==> src/hw/rtl/servo_move_settle_sequencer_unit_macros.svh <==
// Assertion macros for the servo move and settle sequencer.
`ifndef SERVO_MOVE_SETTLE_SEQUENCER_UNIT_MACROS_SVH
`define SERVO_MOVE_SETTLE_SEQUENCER_UNIT_MACROS_SVH

`ifndef SYNTHESIS
// Same-cycle implication, sampled on the rising clock edge, off during reset.
`define SVMSS_ASSERT_NOW(name, pre, post) \
   name: assert property (@(posedge clock) disable iff (reset) (pre) |-> (post)) \
      else $error("svmss assertion failed: same-cycle check");
// Next-cycle implication.
`define SVMSS_ASSERT_NEXT(name, pre, post) \
   name: assert property (@(posedge clock) disable iff (reset) (pre) |=> (post)) \
      else $error("svmss assertion failed: next-cycle check");
`else
`define SVMSS_ASSERT_NOW(name, pre, post)
`define SVMSS_ASSERT_NEXT(name, pre, post)
`endif

`endif

==> src/hw/rtl/svmss_pkg.sv <==
// Shared constants and types of the servo move and settle sequencer.
package svmss_pkg;

   localparam int ANGLE_W   = 8;
   localparam int PULSE_W   = 16;
   localparam int PDIV_W    = 20;
   localparam int CFG_W     = 20;
   localparam int CFG_IDX_W = 3;
   localparam int OP_W      = 3;
   localparam int PHASE_W   = 2;
   localparam int TICK_W    = 16;
   localparam int SETTLE_W  = 9;

   // register indexes
   localparam logic [CFG_IDX_W-1:0] CFG_TIMER_PERIOD = 3'd0;
   localparam logic [CFG_IDX_W-1:0] CFG_MIN_PULSE    = 3'd1;
   localparam logic [CFG_IDX_W-1:0] CFG_MAX_PULSE    = 3'd2;
   localparam logic [CFG_IDX_W-1:0] CFG_PULSE_DIV    = 3'd3;
   localparam logic [CFG_IDX_W-1:0] CFG_MAX_ANGLE    = 3'd4;

   localparam logic [PULSE_W-1:0] RST_TIMER_PERIOD = 16'd19999;
   localparam logic [PULSE_W-1:0] RST_MIN_PULSE    = 16'd500;
   localparam logic [PULSE_W-1:0] RST_MAX_PULSE    = 16'd2500;
   localparam logic [PDIV_W-1:0]  RST_PULSE_DIV    = 20'd20000;
   localparam logic [ANGLE_W-1:0] RST_MAX_ANGLE    = 8'd180;
   localparam logic [ANGLE_W-1:0] RST_TARGET       = 8'd90;

   // opcodes
   localparam logic [OP_W-1:0] OP_SET_TARGET  = 3'd0;
   localparam logic [OP_W-1:0] OP_SET_CURRENT = 3'd1;
   localparam logic [OP_W-1:0] OP_STEP        = 3'd2;
   localparam logic [OP_W-1:0] OP_TICK        = 3'd3;
   localparam logic [OP_W-1:0] OP_CLEAR_BLOCK = 3'd4;

   // phases
   localparam logic [PHASE_W-1:0] PH_IDLE    = 2'd0;
   localparam logic [PHASE_W-1:0] PH_SETTLE  = 2'd1;
   localparam logic [PHASE_W-1:0] PH_MEASURE = 2'd2;
   localparam logic [PHASE_W-1:0] PH_ERROR   = 2'd3;

   // shared divider: radix 4 restoring, two quotient bits a cycle
   localparam int DVD_W     = 42;
   localparam int DSR_W     = 20;
   localparam int DIV_STEPS = DVD_W / 2;
   localparam int DIV_CNT_W = $clog2(DIV_STEPS + 1);

   // divider operand selects
   localparam logic [1:0] DSEL_HI    = 2'd0;
   localparam logic [1:0] DSEL_LO    = 2'd1;
   localparam logic [1:0] DSEL_SCALE = 2'd2;

   localparam int RSP_TDATA_W = 40;

   typedef struct packed {
      logic       latch;
      logic       exec;
      logic       div_start;
      logic [1:0] start_sel;
      logic       div_cap;
      logic [1:0] cap_sel;
      logic       cmp_write;
      logic       rsp_load;
   } dp_cmd_type;

   typedef struct packed {
      logic move;
      logic div_busy;
      logic div_done;
   } dp_status_type;

   // last member sits in the lowest bits
   typedef struct packed {
      logic               ready_res;
      logic               angle_error;
      logic               compare_write;
      logic [PULSE_W-1:0] compare_value;
      logic [ANGLE_W-1:0] goal_angle;
      logic [ANGLE_W-1:0] present_angle;
      logic               block_flag;
      logic [PHASE_W-1:0] phase;
   } rsp_payload_type;

endpackage

==> src/hw/rtl/svmss_div.sv <==
// Iterative unsigned divider, two quotient bits per cycle.
module svmss_div (
   input  logic                          clock,
   input  logic                          reset,
   input  logic                          start,
   input  logic [svmss_pkg::DVD_W-1:0]   dividend,
   input  logic [svmss_pkg::DSR_W-1:0]   divisor,
   output logic                          busy,
   output logic                          done,
   output logic [svmss_pkg::DVD_W-1:0]   quotient
);
   import svmss_pkg::*;

   logic [DVD_W-1:0]     dvd_ff, dvd_in;
   logic [DVD_W-1:0]     quo_ff, quo_in;
   logic [DSR_W-1:0]     dsr_ff, dsr_in;
   logic [DSR_W-1:0]     rem_ff, rem_in;
   logic [DSR_W-1:0]     rem_mid, rem_end;
   logic [DIV_CNT_W-1:0] cnt_ff, cnt_in;
   logic                 busy_ff, busy_in;
   logic                 done_ff, done_in;
   logic [DSR_W:0]       try_a, try_b;
   logic                 ge_a, ge_b;

   always_comb begin
      try_a   = {rem_ff, dvd_ff[DVD_W-1]};
      ge_a    = try_a >= {1'b0, dsr_ff};
      rem_mid = ge_a ? DSR_W'(try_a - {1'b0, dsr_ff}) : try_a[DSR_W-1:0];
      try_b   = {rem_mid, dvd_ff[DVD_W-2]};
      ge_b    = try_b >= {1'b0, dsr_ff};
      rem_end = ge_b ? DSR_W'(try_b - {1'b0, dsr_ff}) : try_b[DSR_W-1:0];

      dvd_in  = dvd_ff;
      quo_in  = quo_ff;
      dsr_in  = dsr_ff;
      rem_in  = rem_ff;
      cnt_in  = cnt_ff;
      busy_in = busy_ff;
      done_in = 1'b0;
      if (start) begin
         dvd_in  = dividend;
         dsr_in  = divisor;
         quo_in  = '0;
         rem_in  = '0;
         cnt_in  = DIV_CNT_W'(DIV_STEPS);
         busy_in = 1'b1;
      end else if (busy_ff) begin
         dvd_in = {dvd_ff[DVD_W-3:0], 2'b00};
         quo_in = {quo_ff[DVD_W-3:0], ge_a, ge_b};
         rem_in = rem_end;
         cnt_in = cnt_ff - 1'b1;
         if (cnt_ff == DIV_CNT_W'(1)) begin
            busy_in = 1'b0;
            done_in = 1'b1;
         end
      end
   end

   always_ff @(posedge clock) begin
      dvd_ff <= dvd_in;
      quo_ff <= quo_in;
      dsr_ff <= dsr_in;
      rem_ff <= rem_in;
      if (reset) begin
         cnt_ff  <= '0;
         busy_ff <= 1'b0;
         done_ff <= 1'b0;
      end else begin
         cnt_ff  <= cnt_in;
         busy_ff <= busy_in;
         done_ff <= done_in;
      end
   end

   assign busy     = busy_ff;
   assign done     = done_ff;
   assign quotient = quo_ff;

endmodule

==> src/hw/rtl/svmss_dp.sv <==
// Datapath: config registers, servo state, pulse arithmetic and result register.
module svmss_dp (
   input  logic                             clock,
   input  logic                             reset,
   input  logic                             csr_we,
   input  logic [svmss_pkg::CFG_IDX_W-1:0]  csr_index,
   input  logic [svmss_pkg::CFG_W-1:0]      csr_wdata,
   input  logic [svmss_pkg::OP_W-1:0]       req_opcode,
   input  logic [svmss_pkg::ANGLE_W-1:0]    req_angle,
   input  svmss_pkg::dp_cmd_type            cmd,
   output svmss_pkg::dp_status_type         status,
   output svmss_pkg::rsp_payload_type       payload
);
   import svmss_pkg::*;

   localparam int FRAME_W = PULSE_W + 1;
   localparam int PROD_W  = FRAME_W + PULSE_W;     // pulse in timer counts, before divide
   localparam int SCL_W   = PROD_W + ANGLE_W;
   localparam int SUM_W   = SCL_W + 1;
   localparam int X5_W    = ANGLE_W + 3;
   localparam int SPROD_W = 20;
   localparam logic [SPROD_W-1:0]  SETTLE_RECIP = 20'd683;   // 2^11/3, exact for 5*d <= 1275
   localparam int                  SETTLE_SHIFT = 11;
   localparam logic [SETTLE_W-1:0] SETTLE_BIAS  = 9'd10;

   // configuration
   logic [PULSE_W-1:0] timer_period_ff, min_pulse_ff, max_pulse_ff;
   logic [PDIV_W-1:0]  pulse_div_ff;
   logic [ANGLE_W-1:0] max_angle_ff;

   // latched item
   logic [OP_W-1:0]    op_ff;
   logic [ANGLE_W-1:0] ang_ff;

   // servo state
   logic [PHASE_W-1:0]  phase_ff, phase_in;
   logic [ANGLE_W-1:0]  cur_ff, cur_in;
   logic [ANGLE_W-1:0]  tgt_ff, tgt_in;
   logic                blocked_ff, blocked_in;
   logic [TICK_W-1:0]   tick_ff, tick_in;
   logic [SETTLE_W-1:0] settle_ff, settle_in;
   logic [PULSE_W-1:0]  compare_ff, compare_in;
   logic                wrote_ff, wrote_in;
   logic                err_ff, err_in;

   // pulse arithmetic
   logic [PROD_W-1:0]   p1_ff, p0_ff;
   logic [SCL_W-1:0]    dq_ff;
   rsp_payload_type     payload_ff;

   logic                move;
   logic                ang_ok;
   logic [ANGLE_W-1:0]  ang_diff;
   logic [X5_W-1:0]     x5;
   logic [SPROD_W-1:0]  settle_prod;
   logic [SETTLE_W-1:0] settle_new;
   logic [FRAME_W-1:0]  frame;
   logic [PROD_W-1:0]   prod_hi, prod_lo;
   logic [DSR_W-1:0]    pdiv_eff, full_eff;
   logic                p_ge;
   logic [PROD_W-1:0]   p_mag;
   logic [SCL_W-1:0]    scale_prod;
   logic [DVD_W-1:0]    div_dividend;
   logic [DSR_W-1:0]    div_divisor;
   logic [DVD_W-1:0]    div_quotient;
   logic                div_busy, div_done;
   logic [SUM_W-1:0]    s_val;
   logic                s_neg;
   logic [PULSE_W-1:0]  cmp_new;

   svmss_div u_div (
      .clock    (clock),
      .reset    (reset),
      .start    (cmd.div_start),
      .dividend (div_dividend),
      .divisor  (div_divisor),
      .busy     (div_busy),
      .done     (div_done),
      .quotient (div_quotient)
   );

   // config writes
   always_ff @(posedge clock) begin
      if (reset) begin
         timer_period_ff <= RST_TIMER_PERIOD;
         min_pulse_ff    <= RST_MIN_PULSE;
         max_pulse_ff    <= RST_MAX_PULSE;
         pulse_div_ff    <= RST_PULSE_DIV;
         max_angle_ff    <= RST_MAX_ANGLE;
      end else if (csr_we) begin
         unique case (csr_index)
            CFG_TIMER_PERIOD: timer_period_ff <= csr_wdata[PULSE_W-1:0];
            CFG_MIN_PULSE:    min_pulse_ff    <= csr_wdata[PULSE_W-1:0];
            CFG_MAX_PULSE:    max_pulse_ff    <= csr_wdata[PULSE_W-1:0];
            CFG_PULSE_DIV:    pulse_div_ff    <= csr_wdata[PDIV_W-1:0];
            CFG_MAX_ANGLE:    max_angle_ff    <= csr_wdata[ANGLE_W-1:0];
            default: ;
         endcase
      end
   end

   // settle time and move detection
   always_comb begin
      move     = (op_ff == OP_STEP) && !blocked_ff && (phase_ff == PH_IDLE) &&
                 (cur_ff != tgt_ff);
      ang_ok   = ang_ff <= max_angle_ff;
      ang_diff = (cur_ff > tgt_ff) ? (cur_ff - tgt_ff) : (tgt_ff - cur_ff);
      // 100*d/60 = 5*d/3
      x5          = X5_W'({ang_diff, 2'b00}) + X5_W'(ang_diff);
      settle_prod = SPROD_W'(x5) * SETTLE_RECIP;
      settle_new  = settle_prod[SETTLE_SHIFT +: SETTLE_W] + SETTLE_BIAS;
   end

   // divider operands
   always_comb begin
      frame      = FRAME_W'(timer_period_ff) + 1'b1;
      prod_hi    = PROD_W'(frame) * PROD_W'(max_pulse_ff);
      prod_lo    = PROD_W'(frame) * PROD_W'(min_pulse_ff);
      pdiv_eff   = (pulse_div_ff == '0) ? DSR_W'(1) : DSR_W'(pulse_div_ff);
      full_eff   = (max_angle_ff == '0) ? DSR_W'(1) : DSR_W'(max_angle_ff);
      p_ge       = p1_ff >= p0_ff;
      p_mag      = p_ge ? (p1_ff - p0_ff) : (p0_ff - p1_ff);
      scale_prod = SCL_W'(p_mag) * SCL_W'(tgt_ff);
      case (cmd.start_sel)
         DSEL_HI:    div_dividend = DVD_W'(prod_hi);
         DSEL_LO:    div_dividend = DVD_W'(prod_lo);
         DSEL_SCALE: div_dividend = DVD_W'(scale_prod);
         default:    div_dividend = '0;
      endcase
      div_divisor = (cmd.start_sel == DSEL_SCALE) ? full_eff : pdiv_eff;
   end

   // p0 +/- scaled span, minus one, clamped to 16 bits
   always_comb begin
      s_neg = !p_ge && (SCL_W'(p0_ff) < dq_ff);
      if (p_ge) begin
         s_val = SUM_W'(p0_ff) + SUM_W'(dq_ff);
      end else begin
         s_val = SUM_W'(p0_ff) - SUM_W'(dq_ff);
      end
      if (s_neg) begin
         cmp_new = '1;
      end else if (s_val == '0) begin
         cmp_new = '0;
      end else if (s_val > SUM_W'(17'h10000)) begin
         cmp_new = '1;
      end else begin
         cmp_new = PULSE_W'(s_val - 1'b1);
      end
   end

   // state update
   always_comb begin
      phase_in   = phase_ff;
      cur_in     = cur_ff;
      tgt_in     = tgt_ff;
      blocked_in = blocked_ff;
      tick_in    = tick_ff;
      settle_in  = settle_ff;
      compare_in = compare_ff;
      wrote_in   = wrote_ff;
      err_in     = err_ff;
      if (cmd.exec) begin
         wrote_in = 1'b0;
         err_in   = 1'b0;
         case (op_ff)
            OP_SET_TARGET: begin
               if (ang_ok) tgt_in = ang_ff;
               else err_in = 1'b1;
            end
            OP_SET_CURRENT: begin
               if (ang_ok) cur_in = ang_ff;
               else err_in = 1'b1;
            end
            OP_STEP: begin
               if (!blocked_ff) begin
                  case (phase_ff)
                     PH_IDLE: begin
                        if (move) begin
                           phase_in  = PH_SETTLE;
                           cur_in    = tgt_ff;
                           settle_in = settle_new;
                           tick_in   = '0;
                           wrote_in  = 1'b1;
                        end
                     end
                     PH_SETTLE: begin
                        if (tick_ff >= TICK_W'(settle_ff)) begin
                           settle_in  = '0;
                           phase_in   = PH_MEASURE;
                           blocked_in = 1'b1;
                        end
                     end
                     PH_MEASURE: phase_in = PH_IDLE;
                     PH_ERROR:   ;
                     default:    ;
                  endcase
               end
            end
            OP_TICK: begin
               if (tick_ff != '1) tick_in = tick_ff + 1'b1;
            end
            OP_CLEAR_BLOCK: blocked_in = 1'b0;
            default: ;
         endcase
      end
      if (cmd.cmp_write) compare_in = cmp_new;
   end

   always_ff @(posedge clock) begin
      if (cmd.latch) begin
         op_ff  <= req_opcode;
         ang_ff <= req_angle;
      end
      if (cmd.div_cap) begin
         case (cmd.cap_sel)
            DSEL_HI:    p1_ff <= div_quotient[PROD_W-1:0];
            DSEL_LO:    p0_ff <= div_quotient[PROD_W-1:0];
            DSEL_SCALE: dq_ff <= div_quotient[SCL_W-1:0];
            default: ;
         endcase
      end
      if (cmd.rsp_load) begin
         payload_ff.ready_res     <= (phase_ff == PH_IDLE) && (cur_ff == tgt_ff);
         payload_ff.angle_error   <= err_ff;
         payload_ff.compare_write <= wrote_ff;
         payload_ff.compare_value <= compare_ff;
         payload_ff.goal_angle    <= tgt_ff;
         payload_ff.present_angle <= cur_ff;
         payload_ff.block_flag    <= blocked_ff;
         payload_ff.phase         <= phase_ff;
      end
      wrote_ff <= wrote_in;
      err_ff   <= err_in;
      if (reset) begin
         phase_ff   <= PH_IDLE;
         cur_ff     <= '0;
         tgt_ff     <= RST_TARGET;
         blocked_ff <= 1'b0;
         tick_ff    <= '0;
         settle_ff  <= '0;
         compare_ff <= '0;
      end else begin
         phase_ff   <= phase_in;
         cur_ff     <= cur_in;
         tgt_ff     <= tgt_in;
         blocked_ff <= blocked_in;
         tick_ff    <= tick_in;
         settle_ff  <= settle_in;
         compare_ff <= compare_in;
      end
   end

   assign status.move     = move;
   assign status.div_busy = div_busy;
   assign status.div_done = div_done;
   assign payload         = payload_ff;

endmodule

==> src/hw/rtl/svmss_ctrl.sv <==
// Controller: item handshake, divide sequencing and result valid.
module svmss_ctrl (
   input  logic                      clock,
   input  logic                      reset,
   input  logic                      req_tvalid,
   output logic                      req_tready,
   output logic                      rsp_tvalid,
   input  logic                      rsp_tready,
   input  svmss_pkg::dp_status_type  status,
   output svmss_pkg::dp_cmd_type     cmd
);
   import svmss_pkg::*;

   localparam logic [2:0] ST_IDLE  = 3'd0;
   localparam logic [2:0] ST_EXEC  = 3'd1;
   localparam logic [2:0] ST_DIVH  = 3'd2;
   localparam logic [2:0] ST_DIVL  = 3'd3;
   localparam logic [2:0] ST_SPREP = 3'd4;
   localparam logic [2:0] ST_DIVS  = 3'd5;
   localparam logic [2:0] ST_FINAL = 3'd6;
   localparam logic [2:0] ST_DONE  = 3'd7;

   logic [2:0] state_ff, state_in;
   logic       rsp_valid_ff, rsp_valid_in;

   always_comb begin
      state_in   = state_ff;
      cmd        = '0;
      req_tready = 1'b0;
      unique case (state_ff)
         ST_IDLE: begin
            req_tready = 1'b1;
            if (req_tvalid) begin
               cmd.latch = 1'b1;
               state_in  = ST_EXEC;
            end
         end
         ST_EXEC: begin
            cmd.exec = 1'b1;
            if (status.move) begin
               cmd.div_start = 1'b1;
               cmd.start_sel = DSEL_HI;
               state_in      = ST_DIVH;
            end else begin
               state_in = ST_DONE;
            end
         end
         ST_DIVH: begin
            if (status.div_done) begin
               cmd.div_cap   = 1'b1;
               cmd.cap_sel   = DSEL_HI;
               cmd.div_start = 1'b1;
               cmd.start_sel = DSEL_LO;
               state_in      = ST_DIVL;
            end
         end
         ST_DIVL: begin
            if (status.div_done) begin
               cmd.div_cap = 1'b1;
               cmd.cap_sel = DSEL_LO;
               state_in    = ST_SPREP;
            end
         end
         ST_SPREP: begin
            cmd.div_start = 1'b1;
            cmd.start_sel = DSEL_SCALE;
            state_in      = ST_DIVS;
         end
         ST_DIVS: begin
            if (status.div_done) begin
               cmd.div_cap = 1'b1;
               cmd.cap_sel = DSEL_SCALE;
               state_in    = ST_FINAL;
            end
         end
         ST_FINAL: begin
            cmd.cmp_write = 1'b1;
            state_in      = ST_DONE;
         end
         ST_DONE: begin
            if (!rsp_valid_ff || rsp_tready) begin
               cmd.rsp_load = 1'b1;
               state_in     = ST_IDLE;
            end
         end
         default: state_in = ST_IDLE;
      endcase

      if (cmd.rsp_load) rsp_valid_in = 1'b1;
      else if (rsp_tready) rsp_valid_in = 1'b0;
      else rsp_valid_in = rsp_valid_ff;
   end

   always_ff @(posedge clock) begin
      if (reset) begin
         state_ff     <= ST_IDLE;
         rsp_valid_ff <= 1'b0;
      end else begin
         state_ff     <= state_in;
         rsp_valid_ff <= rsp_valid_in;
      end
   end

   assign rsp_tvalid = rsp_valid_ff;

endmodule

==> src/hw/rtl/servo_move_settle_sequencer_unit.sv <==
// Top level of the servo move and settle sequencer.
// A command beat is latched, executed and loaded into the result register; a move
// step also runs three passes through the shared 2-bit-per-cycle divider.
// Only one item is in flight: a new beat is taken after the previous result is loaded.
// Reset: synchronous, active high; resets controller and servo state and restores default config.
`include "servo_move_settle_sequencer_unit_macros.svh"
module servo_move_settle_sequencer_unit (
   input  logic                              clock,
   input  logic                              reset,
   // configuration write port
   input  logic                              csr_we,
   input  logic [svmss_pkg::CFG_IDX_W-1:0]   csr_index,
   input  logic [svmss_pkg::CFG_W-1:0]       csr_wdata,
   // command beats
   input  logic                              req_tvalid,
   output logic                              req_tready,
   input  logic [svmss_pkg::ANGLE_W-1:0]     req_tdata,   // [7:0] angle
   input  logic [svmss_pkg::OP_W-1:0]        req_tuser,   // [2:0] opcode
   // result beats
   output logic                              rsp_tvalid,
   input  logic                              rsp_tready,
   // [1:0] phase, [2] block_flag, [10:3] present_angle, [18:11] goal_angle,
   // [34:19] compare_value, [35] compare_write, [36] angle_error,
   // [37] ready_res, [39:38] zero
   output logic [svmss_pkg::RSP_TDATA_W-1:0] rsp_tdata
);
   import svmss_pkg::*;

   localparam int RSP_PAD_W = RSP_TDATA_W - $bits(rsp_payload_type);

   // Controller walks each item through exec; a step that moves the servo
   // then runs the pulse math (p1 divide, p0 divide, angle scale divide,
   // combine) before the result beat is loaded. The result register lets the
   // next command beat in while the previous result waits downstream.
   dp_cmd_type      dp_cmd;
   dp_status_type   dp_status;
   rsp_payload_type rsp_payload;

   svmss_ctrl u_ctrl (
      .clock      (clock),
      .reset      (reset),
      .req_tvalid (req_tvalid),
      .req_tready (req_tready),
      .rsp_tvalid (rsp_tvalid),
      .rsp_tready (rsp_tready),
      .status     (dp_status),
      .cmd        (dp_cmd)
   );

   svmss_dp u_dp (
      .clock      (clock),
      .reset      (reset),
      .csr_we     (csr_we),
      .csr_index  (csr_index),
      .csr_wdata  (csr_wdata),
      .req_opcode (req_tuser),
      .req_angle  (req_tdata),
      .cmd        (dp_cmd),
      .status     (dp_status),
      .payload    (rsp_payload)
   );

   assign rsp_tdata = {{RSP_PAD_W{1'b0}}, rsp_payload};

   // one item in flight: no second beat right after an accepted one
   `SVMSS_ASSERT_NEXT(a_one_item_in_flight, req_tvalid && req_tready, !req_tready)
   // a result is only loaded into a free or draining output register
   `SVMSS_ASSERT_NOW(a_rsp_slot_free, dp_cmd.rsp_load, !rsp_tvalid || rsp_tready)
   // divider is never restarted in the middle of a divide
   `SVMSS_ASSERT_NOW(a_div_idle_on_start, dp_cmd.div_start, !dp_status.div_busy)

endmodule
==> config.mk <==
export PLATFORM = sky130hd
export DESIGN_NAME = servo_move_settle_sequencer_unit
export DESIGN_NICKNAME = d
export VERILOG_FILES = /design/src/hw/rtl/svmss_pkg.sv /design/src/hw/rtl/svmss_div.sv /design/src/hw/rtl/svmss_dp.sv /design/src/hw/rtl/svmss_ctrl.sv /design/src/hw/rtl/servo_move_settle_sequencer_unit.sv
export VERILOG_INCLUDE_DIRS = /design/src /design/src/hw/rtl
export SDC_FILE = /design/constraint.sdc
export NUM_CORES = 2
export LEC_CHECK = 0
export BUFFER_PORTS_ARGS = -buffer_cell sky130_fd_sc_hd__buf_2
export CAP_MARGIN = 30
export CORE_MARGIN = 2
export CORE_UTILIZATION = 60
export DETAILED_ROUTE_END_ITERATION = 6
export HOLD_SLACK_MARGIN = 0.03
export MAX_ROUTING_LAYER = met4
export PLACE_DENSITY = 0.79
export SETUP_SLACK_MARGIN = 0.05
export SLEW_MARGIN = 20
export SYNTH_ARGS = -nofsm -noshare
export SYNTH_HDL_FRONTEND = slang
export SYNTH_HIERARCHICAL = 1
export SYNTH_SLANG_ARGS = --single-unit
export TNS_END_PERCENT = 30
==> constraint.sdc <==
create_clock -name clock -period 10.85 [get_ports clock]
set_input_delay 0 -clock clock [delete_from_list [all_inputs] [get_ports clock]]
set_output_delay 0 -clock clock [all_outputs]
set_load 0.01 [all_outputs]
# Word level (Yosys, flattened, before mapping)
# Cells that the tools add are included.
# W data, S select, Z words.
[totals]
word_cells = 212
register_bits = 428
[op_classes]
n_reduce_logical = 44
mul = 4
n_addsub = 14
bitwise = 4
magnitude_cmp = 8
mux = 64
n_eq_ne = 37
[op_table]
columns = ["op", "n"]
rows = [
  ["$mux W42", 3],
  ["$pmux W41 S3", 1],
  ["$mux W16", 7],
  ["$mux W20", 4],
  ["$mul A17 B16 Y33", 2],
  ["$sub A33 B33 Y33", 2],
  ["$mux W8", 6],
  ["$add A33 B41 Y42", 1],
  ["$ge A21 B20 Y1", 2],
  ["$gt A42 B17 Y1 const B", 1],
  ["$logic_not A42 Y1", 1],
  ["$sub A33 B41 Y42", 1],
  ["$lt A33 B41 Y1", 1],
  ["$mul A33 B8 Y41", 1],
  ["$sub A20 B20 Y20", 2],
  ["$ge A33 B33 Y1", 1],
  ["$mux W33", 1],
  ["$pmux W16 S2", 1],
  ["$mux W3", 9],
  ["$pmux W3 S8", 1],
  ["$reduce_and A6 Y1", 4],
  ["$logic_not A20 Y1", 1],
  ["$mul A11 B10 Y20 const B", 1],
  ["$eq A3 B2 Y1 const B", 6],
  ["other kinds (44)", 115],
]

# Longest topological paths before layout
[logic_depth]
word_depth = 9
depth_mapped = 42
ltp_nobuf = 42

# Modules after synthesis
# Netlist, hierarchy kept.
[by_module_without_submodules]
columns = ["module", "area_per_inst_um2", "instances", "cells_per_inst"]
rows = [
  ["svmss_dp", 48635.4, 1, 5703],
  ["svmss_div", 7250.7, 1, 691],
  ["svmss_ctrl", 345.3, 1, 42],
  ["servo_move_settle_sequencer_unit", 18.8, 1, 3],
]

# Worst setup path after synthesis
# No wires, ideal clock.
[synth_timing]
kind = "reg2reg"
from = "reg u_dp.p0_ff[1]"
to = "reg u_dp.u_div.dvd_ff[38], data pin"
path_stages_with_launch = 36
setup_slack_ns = 2.013
n_path_buf = 3
synth_period_minus_slack_ns = 8.837
arrival_time_ns = 8.577
required_ns = 10.590
cell_sequence = "edfxtp_1 ha_1 nor2b_1 o211ai_1 nand3_1 a311o_1 a21oi_4 o21a_2 clkbuf_1 clkbuf_1 buf_1 a21oi_1 o221ai_1 xor2_1 and2_1 fa_1 fa_1 fa_1 inv_1 fa_1 inv_1 ha_1 a21oi_1 nor2_1 o21a_1 or4_1 o2111a_1 nor2_1 o21a_1 o21ai_0 a41oi_1 o31ai_1 o41ai_1 xor2_1 nor2_1 mux2_2"
[synth_between]
elab_chain_len = 5
elab_cells_between_ends = 7
cone_classes = "add/sub: 2; mul: 1; order compare: 1; mux: 3"
[synth_rtl]
columns = ["item", "line", "rtl"]
rows = [
  ["start, declared", "svmss_dp.sv:47", "logic [PROD_W-1:0] p1_ff, p0_ff;"],
  ["start signal, assigned", "svmss_dp.sv:218", "DSEL_LO: p0_ff <= div_quotient[PROD_W-1:0];"],
  ["$sub A33 B33 Y33 or $ge A33 B33 Y1 (tied branches)", "svmss_dp.sv:122, svmss_dp.sv:121", ""],
  ["$mux W33 (*)", "svmss_dp.sv:122", "p_mag = p_ge ? (p1_ff - p0_ff) : (p0_ff - p1_ff);"],
  ["$mul A33 B8 Y41 (*)", "svmss_dp.sv:123", "scale_prod = SCL_W'(p_mag) * SCL_W'(tgt_ff);"],
  ["$pmux W41 S3 (*)", "svmss_dp.sv:124", "case (cmd.start_sel)"],
  ["via u_dp.div_dividend[38]", "svmss_dp.sv:63", "logic [DVD_W-1:0] div_dividend;"],
  ["$mux W42 (*)", "svmss_div.sv:40", "if (start) begin"],
  ["via u_dp.u_div.dvd_in[38]", "svmss_div.sv:14", "logic [DVD_W-1:0] dvd_ff, dvd_in;"],
  ["end signal, assigned", "svmss_div.sv:60", "dvd_ff <= dvd_in;"],
  ["end, declared", "svmss_div.sv:14", ""],
]
# Mark *: on every way through the listed nets, which the timed path passes. The rest lies on a longest branch.
# A chain may end at the register's enable or synchronous reset.

# Final worst setup path
[layout_timing]
from = "reg u_dp.p0_ff[18]"
to = "reg u_dp.u_div.dvd_ff[39], data pin"
# The elaborated chain is that of the path after synthesis.

==> metrics.md <==
| Metric | Value |
|---|---|
| Status | finished, final reports clean |
| Area of the die | 96100 um2 |
| Share of cells above drive strength 1 | 5.91% |
| Synth Cell Area | 56200 um2 |
| Final Hold Vio Count | 0 |
| I/O Pins | 81 |
| Most Frequent Cell on Critical Path | fa_1 |
| Clock buffer depth | 3 |
| Final period util | 93.2% |
| R2R cell count | 35 |
| Slowest stage delay, CP | 0.60 ns |
| Post-Layout Cell Count | 7675 |
| Skew final | 0.0369 ns |
| Yosys warnings | 6 |
| Clock slew at reported path FFs | 0.06 ns |
| Avg WL per Cell | 19.4 um |
| Syn Area/Cell | 8.73 um2 |
| Root Buffer | clkbuf_16 |
| Die H | 310 um |
| H-tree Lvls | 2 |
| Final-stage net count | 7606 |
| Clk_lat worst skew | 0.61 ns |
| First-pass GRT wire length | 240000 um |
| Combinational power share | 81.3% |
| GP Congestion | 0.964 |
| Rel. slew slack | 30.8% |
| Worst slew pin tran | 1.04 ns |
| HP Class | primary input to flop |
| Max-Cap Viols | 0 |
| DPL Wire Length | 116000 um |
| Antenna Violating Nets Remaining | 0 |
| Class of the most critical setup path | flop to flop |
| CP required | 11.18 ns |
| Power per cell area | 325 nW/um2 |
| Vias in the first global route | 45700 |
| Crit path DAT | 10.44 ns |
| Cts repair resizes | 0 |
| Via count | 46000 |
| Final Slew Violations | 0 |
| Final WS setup | 0.734 ns |
| Post-place setup slack | 0.924 ns |
| Post-CTS Setup Bufs | 0 |
| Chip width | 310 um |
| Largest fanout on the critical path | 37 |
| Total GRT Usage | 32.0% |
| Hold Path Cell Cnt | 2 |
| Finish-stage setup viols | 0 |
| Critical path's slowest cell | nor4_1 |
| Placed cell count | 7542 |
| TNS Setup | 0 ns |
| Sink Count | 428 |
| GR Overflow Total | 0 |
| Core Box Area | 93000 um2 |
| Initial cell density of the core | 60.4% |
| Sw frac | 50.7% |
| Clock network power share | 8.1% |
| CP Capture Type | flop |
| Initial antenna violation count | 2 |
| 1st-pass router iterations | 6 |
| Post-DR vias/cell | 5.99 |
| Max rail drop VDD | 1.33 mV |
| RSZ-0062 raised after global routing | false |
| Final min period | 10.12 ns |
| Largest net degree at the start of global routing | 72 |
| Iter 0 DRT Violations | 4168 |
| Cell count after synthesis | 6435 |
| Switch Pwr | 9840 uW |
| Total CTS buffers | 47 |
| P&R area growth vs syn | 6.21% |
| Lkg Pwr | 0.0278 uW |
| Max Clock Freq | 98.9 MHz |
| CTS tree | yes |
| # fillers | 7661 |
| Critical Path Source Type | flop |
| Reg power frac | 10.6% |
| Hold buffer count at CTS | 39 |
| Internal | 9570 uW |
| I/O Buffers | 78 |
| Reg2Reg Setup Slack | 0.73 ns |
| Routed wire length | 149000 um |
| Number of remaining DRC errors | 0 |
| Std cell rows | 112 |
-- metrics by stage --
stage	power, uW	hold WS (ns)	utilization (%)	cell area (um2)
6_report	19400	0.107	64.2	59700
5_1_grt	21400	0.0952	64.2	59700
4_1_cts	19300	0.0773	64.1	59600
3_5_place_dp	17600	0.179	62.0	57700
3_3_place_gp	17300	0.178	61.9	57600
2_1_floorplan	14600	0.0646	-	56200
-- metal layers --
layer / global-route usage, % / share of wire (%) / wire [um]
met3: 4.18 / 7.8 / 11700
met2: 51.1 / 47 / 69800
met1: 42.1 / 42 / 61900
met4: 11.2 / 3.6 / 5390
met5: - / 0 / 0
-- sequential cells by signal, summed over array words and instances, names as in the netlist, 5 cells and up --
register              flops
u_dp/u_div/dsr_ff        20
u_dp/u_div/quotient      41
u_dp/min_pulse_ff        16
u_dp/payload             38
u_dp/tgt_ff               8
u_dp/p0_ff               33
u_dp/u_div/cnt_ff         5
u_dp/timer_period_ff     16
u_dp/max_pulse_ff        16
u_dp/p1_ff               33
u_dp/u_div/dvd_ff        42
u_dp/tick_ff             16
u_dp/cur_ff               8
u_dp/pulse_div_ff        20
u_dp/settle_ff            9
u_dp/max_angle_ff         8
u_dp/compare_ff          16
u_dp/u_div/rem_ff        20
u_dp/ang_ff               8
u_dp/dq_ff               41
-- power groups by stage --
| stage | combinational [uW] | sequential (uW) | clock (uW) |
|---|---|---|---|
| 6_report | 15800 | 2060 | 1570 |
| 5_1_grt | 17700 | 2080 | 1650 |
| 4_1_cts | 15700 | 2060 | 1590 |
| 3_5_place_dp | 15500 | 2090 | 0 |
| 3_3_place_gp | 15200 | 2090 | 0 |
| 2_1_floorplan | 12600 | 2010 | 0 |
-- worst max-delay path: cells and delay by family, from the launching register on --
family          cells  cell delay [ns]
flops               1             0.45
xor+xnor            1             0.60
buf+inv             3             0.68
fa+ha+maj           6             2.77
mux                 1             0.26
simple gates        7             1.69
compound gates     17             3.35
-- layout by cell type (no fill, tap or decap), types with 89 or more instances in the layout --
master / instances
inv_1: 961
nand2_1: 763
fa_1: 636
ha_1: 552
nor2_1: 381
and2_1: 349
a21oi_1: 342
edfxtp_1: 220
dfxtp_1: 207
o21ai_0: 165
xnor2_1: 158
a21o_1: 129
nand3_1: 123
mux2i_1: 89
-- layout make-up --
type                    count  area [um2]  area share (%)
clock buffers              63        1330            2.22
well taps                1254        1570            2.63
inverters                 971        3640            6.11
repair buffers            183        1340            2.24
clock inverters            25         185           0.310
multi-input cells        4748       40900            68.4
flip-flops and latches    428       10800            18.0
diodes                      3        7.51          0.0126
-- path summary, 6_finish.rpt --
kind / from / end
setup / recovery: u_dp/p0_ff[18] / u_dp/u_div/dvd_ff[39]
hold / removal: req_tdata[4] / u_dp/ang_ff[4]
setup reg to reg: u_dp/p0_ff[18] / u_dp/u_div/dvd_ff[39]
hold reg to reg: u_dp/u_div/quotient[39] / u_dp/dq_ff[39]
Power figures use the tool's default switching activity.
